## src/rtl/core/s256mh_pkg.sv

```systemverilog
package s256mh_pkg;

    typedef logic [31:0] word_t;

    localparam int unsigned NUM_ROUNDS = 64;
    localparam int unsigned NUM_DIGEST = 8;

    localparam word_t H_INIT [NUM_DIGEST] = '{
        32'h6a09e667, 32'hbb67ae85, 32'h3c6ef372, 32'ha54ff53a,
        32'h510e527f, 32'h9b05688c, 32'h1f83d9ab, 32'h5be0cd19
    };

    localparam word_t K_ROUND [NUM_ROUNDS] = '{
        32'h428a2f98, 32'h71374491, 32'hb5c0fbcf, 32'he9b5dba5,
        32'h3956c25b, 32'h59f111f1, 32'h923f82a4, 32'hab1c5ed5,
        32'hd807aa98, 32'h12835b01, 32'h243185be, 32'h550c7dc3,
        32'h72be5d74, 32'h80deb1fe, 32'h9bdc06a7, 32'hc19bf174,
        32'he49b69c1, 32'hefbe4786, 32'h0fc19dc6, 32'h240ca1cc,
        32'h2de92c6f, 32'h4a7484aa, 32'h5cb0a9dc, 32'h76f988da,
        32'h983e5152, 32'ha831c66d, 32'hb00327c8, 32'hbf597fc7,
        32'hc6e00bf3, 32'hd5a79147, 32'h06ca6351, 32'h14292967,
        32'h27b70a85, 32'h2e1b2138, 32'h4d2c6dfc, 32'h53380d13,
        32'h650a7354, 32'h766a0abb, 32'h81c2c92e, 32'h92722c85,
        32'ha2bfe8a1, 32'ha81a664b, 32'hc24b8b70, 32'hc76c51a3,
        32'hd192e819, 32'hd6990624, 32'hf40e3585, 32'h106aa070,
        32'h19a4c116, 32'h1e376c08, 32'h2748774c, 32'h34b0bcb5,
        32'h391c0cb3, 32'h4ed8aa4a, 32'h5b9cca4f, 32'h682e6ff3,
        32'h748f82ee, 32'h78a5636f, 32'h84c87814, 32'h8cc70208,
        32'h90befffa, 32'ha4506ceb, 32'hbef9a3f7, 32'hc67178f2
    };

    localparam logic [7:0] PAD_BYTE = 8'h80;

    function automatic word_t rotr(input word_t x, input int unsigned n);
        rotr = (x >> n) | (x << (32 - n));
    endfunction

    function automatic word_t ssig0(input word_t x);
        ssig0 = rotr(x, 7) ^ rotr(x, 18) ^ (x >> 3);
    endfunction

    function automatic word_t ssig1(input word_t x);
        ssig1 = rotr(x, 17) ^ rotr(x, 19) ^ (x >> 10);
    endfunction

    function automatic word_t bsig0(input word_t x);
        bsig0 = rotr(x, 2) ^ rotr(x, 13) ^ rotr(x, 22);
    endfunction

    function automatic word_t bsig1(input word_t x);
        bsig1 = rotr(x, 6) ^ rotr(x, 11) ^ rotr(x, 25);
    endfunction

endpackage

```

## src/rtl/core/sha256_message_hash.sv

```systemverilog
// SHA-256 hash of a byte stream. Each request on the slave side carries one message
// byte (tdata), a byte-valid flag (tuser) and an end-of-message flag (tlast); a request
// with tuser low and tlast high finishes the message as it stands, so an empty message
// is allowed. Each byte shifts into the block buffer; every 64th byte of the padded
// message starts a compression, one SHA-256 round per cycle through a single round
// unit, then a fold step that adds the result into the chaining words. The final request
// adds padding one byte per cycle (9 to 72 bytes, so one or two compressions) and then
// the digest leaves on the master side as eight 32-bit words, word 0 first, with the
// word index in tuser and tlast on word 7. The block takes no request during a
// compression, the padding or the digest output, and is ready for a new message
// straight after the last digest word is taken. There is no clearing pass after reset.
module sha256_message_hash (
    input  logic        clk,
    input  logic        rst_n,
    input  logic        s_axis_tvalid,
    output logic        s_axis_tready,
    input  logic [7:0]  s_axis_tdata,   // [7:0] data_byte
    input  logic        s_axis_tuser,   // [0] has_byte
    input  logic        s_axis_tlast,   // end_of_message
    output logic        m_axis_tvalid,
    input  logic        m_axis_tready,
    output logic [31:0] m_axis_tdata,   // [31:0] digest_word
    output logic [2:0]  m_axis_tuser,   // [2:0] word_index
    output logic        m_axis_tlast    // last_word
);

    localparam logic [2:0] ST_IDLE  = 3'd0;
    localparam logic [2:0] ST_PAD   = 3'd1;
    localparam logic [2:0] ST_ROUND = 3'd2;
    localparam logic [2:0] ST_ADD   = 3'd3;
    localparam logic [2:0] ST_OUT   = 3'd4;

    logic [2:0]              state_reg, state_next;
    s256mh_pkg::word_t       chain_reg [8];
    s256mh_pkg::word_t       chain_next [8];
    s256mh_pkg::word_t       vars_reg [8];
    s256mh_pkg::word_t       vars_next [8];
    logic [511:0]            blk_reg, blk_next;
    logic [63:0]             bitcnt_reg, bitcnt_next;
    logic [5:0]              pos_reg, pos_next;
    logic [5:0]              rnd_reg, rnd_next;
    logic [2:0]              idx_reg, idx_next;
    logic                    pad_reg, pad_next;
    logic                    first_reg, first_next;
    logic                    len_reg, len_next;
    logic                    fin_reg, fin_next;

    logic                    byte_we;
    logic [7:0]              byte_val;
    logic                    start;
    logic                    in_len;
    s256mh_pkg::word_t       w_new, t1, t2, ch, mj;

    assign s_axis_tready = (state_reg == ST_IDLE);
    assign m_axis_tvalid = (state_reg == ST_OUT);
    assign m_axis_tdata  = chain_reg[idx_reg];
    assign m_axis_tuser  = idx_reg;
    assign m_axis_tlast  = (idx_reg == 3'd7);

    // round unit: window word 0 is W[t], the new word is W[t+16]
    always_comb
    begin
        w_new = s256mh_pkg::ssig1(blk_reg[511-32*14 -: 32]) + blk_reg[511-32*9 -: 32]
              + s256mh_pkg::ssig0(blk_reg[511-32*1 -: 32]) + blk_reg[511:480];
        ch = (vars_reg[4] & vars_reg[5]) ^ (~vars_reg[4] & vars_reg[6]);
        mj = (vars_reg[0] & vars_reg[1]) ^ (vars_reg[0] & vars_reg[2])
           ^ (vars_reg[1] & vars_reg[2]);
        t1 = vars_reg[7] + s256mh_pkg::bsig1(vars_reg[4]) + ch
           + s256mh_pkg::K_ROUND[rnd_reg] + blk_reg[511:480];
        t2 = s256mh_pkg::bsig0(vars_reg[0]) + mj;
    end

    // length bytes go out once the zero fill has reached byte 56
    assign in_len = len_reg || (!first_reg && (pos_reg == 6'd56));

    always_comb
    begin
        state_next  = state_reg;
        chain_next  = chain_reg;
        vars_next   = vars_reg;
        blk_next    = blk_reg;
        bitcnt_next = bitcnt_reg;
        pos_next    = pos_reg;
        rnd_next    = rnd_reg;
        idx_next    = idx_reg;
        pad_next    = pad_reg;
        first_next  = first_reg;
        len_next    = len_reg;
        fin_next    = fin_reg;
        byte_we     = 1'b0;
        byte_val    = 8'h00;
        start       = 1'b0;

        case (state_reg)
            ST_IDLE:
            begin
                if (s_axis_tvalid)
                begin
                    if (s_axis_tuser)
                    begin
                        byte_we     = 1'b1;
                        byte_val    = s_axis_tdata;
                        bitcnt_next = bitcnt_reg + 64'd8;
                    end
                    if (s_axis_tlast)
                    begin
                        pad_next   = 1'b1;
                        first_next = 1'b1;
                    end
                    if (s_axis_tuser && (pos_reg == 6'd63))
                        start = 1'b1;
                    else if (s_axis_tlast)
                        state_next = ST_PAD;
                end
            end
            ST_PAD:
            begin
                byte_we    = 1'b1;
                first_next = 1'b0;
                if (first_reg)
                    byte_val = s256mh_pkg::PAD_BYTE;
                else if (in_len)
                    byte_val = bitcnt_reg[{~pos_reg[2:0], 3'b000} +: 8];
                if (in_len && !first_reg)
                    len_next = 1'b1;
                if (pos_reg == 6'd63)
                begin
                    start = 1'b1;
                    if (in_len && !first_reg)
                        fin_next = 1'b1;
                end
            end
            ST_ROUND:
            begin
                blk_next     = {blk_reg[479:0], w_new};
                vars_next[7] = vars_reg[6];
                vars_next[6] = vars_reg[5];
                vars_next[5] = vars_reg[4];
                vars_next[4] = vars_reg[3] + t1;
                vars_next[3] = vars_reg[2];
                vars_next[2] = vars_reg[1];
                vars_next[1] = vars_reg[0];
                vars_next[0] = t1 + t2;
                rnd_next     = rnd_reg + 6'd1;
                if (rnd_reg == 6'd63)
                    state_next = ST_ADD;
            end
            ST_ADD:
            begin
                for (int i = 0; i < 8; i++)
                    chain_next[i] = chain_reg[i] + vars_reg[i];
                if (fin_reg)
                begin
                    state_next = ST_OUT;
                    idx_next   = 3'd0;
                end
                else if (pad_reg)
                    state_next = ST_PAD;
                else
                    state_next = ST_IDLE;
            end
            ST_OUT:
            begin
                if (m_axis_tready)
                begin
                    idx_next = idx_reg + 3'd1;
                    if (idx_reg == 3'd7)
                    begin
                        chain_next  = s256mh_pkg::H_INIT;
                        bitcnt_next = 64'd0;
                        pos_next    = 6'd0;
                        pad_next    = 1'b0;
                        first_next  = 1'b0;
                        len_next    = 1'b0;
                        fin_next    = 1'b0;
                        state_next  = ST_IDLE;
                    end
                end
            end
            default:
            begin
                state_next = ST_IDLE;
            end
        endcase

        if (byte_we)
        begin
            blk_next = {blk_reg[503:0], byte_val};
            pos_next = pos_reg + 6'd1;
        end
        if (start)
        begin
            vars_next  = chain_reg;
            rnd_next   = 6'd0;
            state_next = ST_ROUND;
        end
    end

    always_ff @(posedge clk or negedge rst_n)
    begin
        if (!rst_n)
        begin
            state_reg  <= ST_IDLE;
            chain_reg  <= s256mh_pkg::H_INIT;
            bitcnt_reg <= 64'd0;
            pos_reg    <= 6'd0;
            rnd_reg    <= 6'd0;
            idx_reg    <= 3'd0;
            pad_reg    <= 1'b0;
            first_reg  <= 1'b0;
            len_reg    <= 1'b0;
            fin_reg    <= 1'b0;
        end
        else
        begin
            state_reg  <= state_next;
            chain_reg  <= chain_next;
            bitcnt_reg <= bitcnt_next;
            pos_reg    <= pos_next;
            rnd_reg    <= rnd_next;
            idx_reg    <= idx_next;
            pad_reg    <= pad_next;
            first_reg  <= first_next;
            len_reg    <= len_next;
            fin_reg    <= fin_next;
        end
    end

    always_ff @(posedge clk)
    begin
        vars_reg <= vars_next;
        blk_reg  <= blk_next;
    end

    a_no_overlap: assert property (@(posedge clk) disable iff (!rst_n)
        s_axis_tready |-> !m_axis_tvalid)
        else $error("request taken while digest output is active");

    a_add_after_rounds: assert property (@(posedge clk) disable iff (!rst_n)
        (state_reg == ST_ADD) |-> ($past(state_reg) == ST_ROUND && $past(rnd_reg) == 6'd63))
        else $error("chaining update without a full set of rounds");

    a_out_block_aligned: assert property (@(posedge clk) disable iff (!rst_n)
        $rose(state_reg == ST_OUT) |-> (pos_reg == 6'd0 && len_reg))
        else $error("digest output before padded block completed");

    a_clean_restart: assert property (@(posedge clk) disable iff (!rst_n)
        (m_axis_tvalid && m_axis_tready && m_axis_tlast)
        |=> (state_reg == ST_IDLE && pos_reg == 6'd0 && bitcnt_reg == 64'd0 && !pad_reg))
        else $error("message state not cleared after digest");

endmodule
```

## config.mk

```make
export PLATFORM = sky130hd
export DESIGN_NAME = sha256_message_hash
export DESIGN_NICKNAME = d
export VERILOG_FILES = /design/src/rtl/core/s256mh_pkg.sv /design/src/rtl/core/sha256_message_hash.sv
export SDC_FILE = /design/constraint.sdc
export NUM_CORES = 2
export LEC_CHECK = 0
export ABC_AREA = 1
export ABC_CLOCK_PERIOD_IN_PS = 42800
export BUFFER_PORTS_ARGS = -buffer_cell sky130_fd_sc_hd__buf_4
export CAP_MARGIN = 20
export CORE_ASPECT_RATIO = 1.75
export CORE_MARGIN = 2
export CORE_UTILIZATION = 40
export DETAILED_ROUTE_END_ITERATION = 8
export HOLD_SLACK_MARGIN = 0.1
export PLACE_DENSITY = 0.53
export SYNTH_ARGS = -nofsm -noshare
export SYNTH_HDL_FRONTEND = slang
export SYNTH_SLANG_ARGS = --single-unit
```

## constraint.sdc

```tcl
create_clock -name clk -period 42.8 [get_ports clk]
set_clock_uncertainty 0.2 [all_clocks]
set_input_delay 2.14 -clock clk [delete_from_list [all_inputs] [get_ports clk]]
set_output_delay 2.14 -clock clk [all_outputs]
set_load 0.005 [all_outputs]
```

Word-level counts from Yosys, hierarchy flattened
Memories as Yosys holds them, arrays and structs flattened.
Index checks and enable logic that the tools add are counted.

cells by class
  reduce and logical (&&, ||, !) cells = 24
  mux-type cells = 58
  shift operators = 1
  add/subtract/negate cells = 22
  order comparisons = 2
  bitwise gates (word level) = 30
  equality and inequality tests = 23

operators by type and width
  operator                 count
  $mux W256                4
  $mux W512                2
  $add A32 B32 Y32         18
  $pmux W256 S2            1
  $xor A32 B32 Y32         9
  $mux W64                 4
  $and A32 B32 Y32         5
  $mux W32                 4
  $pmux W64 S2             1
  $bmux W32 S3             1
  $add A64 B4 Y64 const B  1
  $shiftx A64 B7 Y8        1
  $mux W6                  6
  $mux W8                  4
  $not A32 Y32             1
  $or A10 B32 Y32          1
  $or A13 B32 Y32          1
  $or A14 B32 Y32          1
  $or A15 B32 Y32          1
  $or A19 B32 Y32          1
  $or A21 B32 Y32          1
  $or A25 B32 Y32          1
  $or A26 B32 Y32          1
  $or A30 B32 Y32          1
  36 further kinds         89

storage, ports and cells
  word-level logic and storage cells = 187
  memory bits (read-only) = 2,048
  bits in registers = 1,110
  output and inout bits = 38
  memories kept = 1

memories
  name              words  width  read ports  clocked after Yosys merged registers in  wr ports  RTL line                   RTL
  (name not given)  64     32     1           0                                        0         sha256_message_hash.sv:69  + s256mh_pkg::K_ROUND[rnd_reg] + blk_reg[511:480];

Longest topological paths before layout
  depth after elaboration = 10
  mapped depth = 42
  depth with buffers taken out = 41

Worst setup path after synthesis
Ideal clock, no wire load.

  kind = in2reg
  start = in m_axis_tready
  end = reg blk_reg[0] (enable)
  arrival = 14,112 ps
  stages on the path = 11
  setup slack = 27,586 ps
  setup time = 902 ps
  cell sequence = nand2_1 -> nand2_2 -> nand2_2 -> nor2_4 -> nand2_1 -> nand2_2 -> inv_2 -> buf_4 -> buf_4 -> buf_2 -> nand2_1

RTL lines
  what                  RTL line                    RTL
  from (decl)           sha256_message_hash.sv:21   input logic m_axis_tready,
  to (signal assigned)  sha256_message_hash.sv:232  blk_reg <= blk_next;
  to (decl)             sha256_message_hash.sv:38   logic [511:0] blk_reg, blk_next;

==> qor.yml <==
die_area_sq_um: 207000
dominantRegCellSynth: "edfxtp_1"
cts.repair.resized: 0
cp_data_required_time_ns: 43.13
critPathMaxFanout: 38
cp_data_arrival_time_ns: 8.78
final.period_utilization: 0.197
pre_cts_slack_ns: 34.03
root_buffer: "clkbuf_16"
drc: 0
grt_pass1_vias: 76328
antenna_found_initial: 23
vias_per_cell: 5.79
fillers: 20870
netlist_instances: 10426
area_growth_pct: 8.84
synth_cell_type_count: 65
critPathLaunchType: "flip-flop"
status: "completed"
die_w_um: 345
ys_ff_latch: 1107
path_clk_slew_ns: 0.06
synth.top_cell.area_share: 0.283
syn_area_sq_um: 81400
whs_path_depth: 2
grt_max_degree: 193
final-setup-viol-count: 0
cap_violations: 0
seq_area_frac_synth: 0.390
crit_top_cell: "inv_1"
cts_tree: "built"
layout_common_cells: "nand2_1 (2782), inv_1 (1337), o21ai_0 (968)"
nNetsFinal: 10920
drv_slew: 0
worst_pin_slew_ns: 1.38
die_h_um: 601
layout_setup_ws_ns: 34.36
final_layout_size_suffix_gt1_frac: 0.0569
fp-row-count: 219
drt_iter0_drc: 7049
htreeDepth: 3
reg2regPathDepth: 27
slowest_delay_ns: 0.75
synth_top_area_cell: "edfxtp_1"
wl_per_cell_um: 31.7
synthArstFlopShare: 0.306
coreArea_sq_um: 203000
min_to: "chain_reg[92]"
syn_nets: 11036
antenna_left: 0
hpwl_um: 326000
clkLatencyLatePin_ns: 0.84
synth_edf_count: 768
cts_setup_buffers: 0
largest_reg_flops: 512
endpoint_kind: "flip-flop"
cts.hold.buffers_added: 0
cp_slowest_cell: "o211ai_1"
fin_tns_setup_ns: 0
critPathKind: "flip-flop to flip-flop"
critPathLaunch: "rnd_reg[4]"
yosys-top-cells-area: "edfxtp_1 (28%), nand2_1 (13%), dfrtp_1 (6.2%)"
place_congestion: 1.13
ioPinCount: 52
seq_area_sq_um: 31700
avgSynthCellArea_sq_um: 7.81
portBuffers: 51
multi_input_area_sq_um: 42900
drt-total-wl_um: 414000
fin_crit_ns: 8.44
r2r-end: "vars_reg[255]"
slew_headroom: 0.0772
holdCritStartpoint: "chain_reg[92]"
gr-total-overflow: 0
final_common_cell: "nand2_1"
cts_buffers: 117
clk_path_buf_depth: 3
dr.pass1.iters: 6
fmax_mhz: 118
grtUsageTotal: 0.393
regToRegSetupSlack_ns: 34.36
hold_class: "flip-flop to flip-flop"
cts.sinks: 1107
initial_utilization: 0.401
ys_warn_count: 0
rsz0062_at_grt: "false"
hold_violations: 0
grt_pass1_wl_um: 575000
r2r-start: "rnd_reg[4]"
vias: 75784
cells by family (layout without fill, tap and decap cells):
kind of cell               after synthesis  after routing  share of synthesized area
adders and majority gates              597            597                      0.110
muxes                                   24             24                    0.00300
and+or+nand+nor                       4186           4186                      0.209
DFF                                   1107           1107                      0.390
xor gates and xnor gates               434            434                     0.0467
buffers and inverters                 1767           1754                     0.0838
AOI/OAI and AO/OA                     2311           2311                      0.158
other                                    0             16                          0
per-layer routing:
metal  up-vias  routed length [um]  track usage  share of wire
met5         -                  82            0        0.00020
met4        14               59100        0.457           0.14
met3      1464               21200       0.0670          0.051
met2      3230              210000        0.702           0.51
met1     36642              124000        0.350           0.30
li1      34434                   -            -              -
final cells by class:
type,count,area share
multi-input cells,7552,0.485
flip-flops and latches,1107,0.358
inverters,1359,0.0579
well taps,2652,0.0374
clock buffers,155,0.0358
repair buffers,173,0.0165
clock inverters,67,0.00916
diodes,16,0.000452
critical path: cells and delay by family (launching register included):
kind            cells  cell delay [ns]
compound gates      6             2.16
xor+xnor            1             0.27
fa+ha+maj           4             1.91
buf+inv             8             1.58
flops               1             0.33
simple gates        8             1.66
worst max-delay path by stage:
stage	end	slack [ns]	cells after the start
after floorplan	blk_reg[0]	27.59	11
after global placement	blk_reg[267]	34.15	13
after detailed placement	blk_reg[414]	34.03	13
after CTS	vars_reg[254]	34.46	30
after global routing	vars_reg[255]	34.01	31
final	vars_reg[255]	34.36	27
stage by stage:
step           hold WS, ns  std cells  utilization  instance area, sq um
3_5_place_dp         0.289      12832        0.416                 84400
2_1_floorplan        0.263      10426            -                 81400
5_1_grt              0.325      13066        0.437                 88600
6_report             0.303      13081        0.437                 88600
3_3_place_gp         0.280      12828        0.416                 84400
4_1_cts              0.303      13054        0.436                 88400
Yosys cell counts, drive strengths merged (21+ instances only):
cell	n
nand2	2793
inv	1351
o21ai	1044
edfxtp	768
a21oi	704
nor2	668
ha	401
nand3	371
clkbuf	264
xor2	246
dfrtp	203
fa	195
xnor2	188
buf	144
dfstp	136
o22ai	131
nor3	129
nand4	120
o21bai	82
a31oi	69
a21boi	43
or2	42
o21a	40
a21o	37
nor4	36
o31ai	30
o221ai	27
o211ai	24
mux2i	21
Power is left out: the tool's default activity adds up to more than one toggle a clock period on the data nets, which glitch-free logic cannot reach.
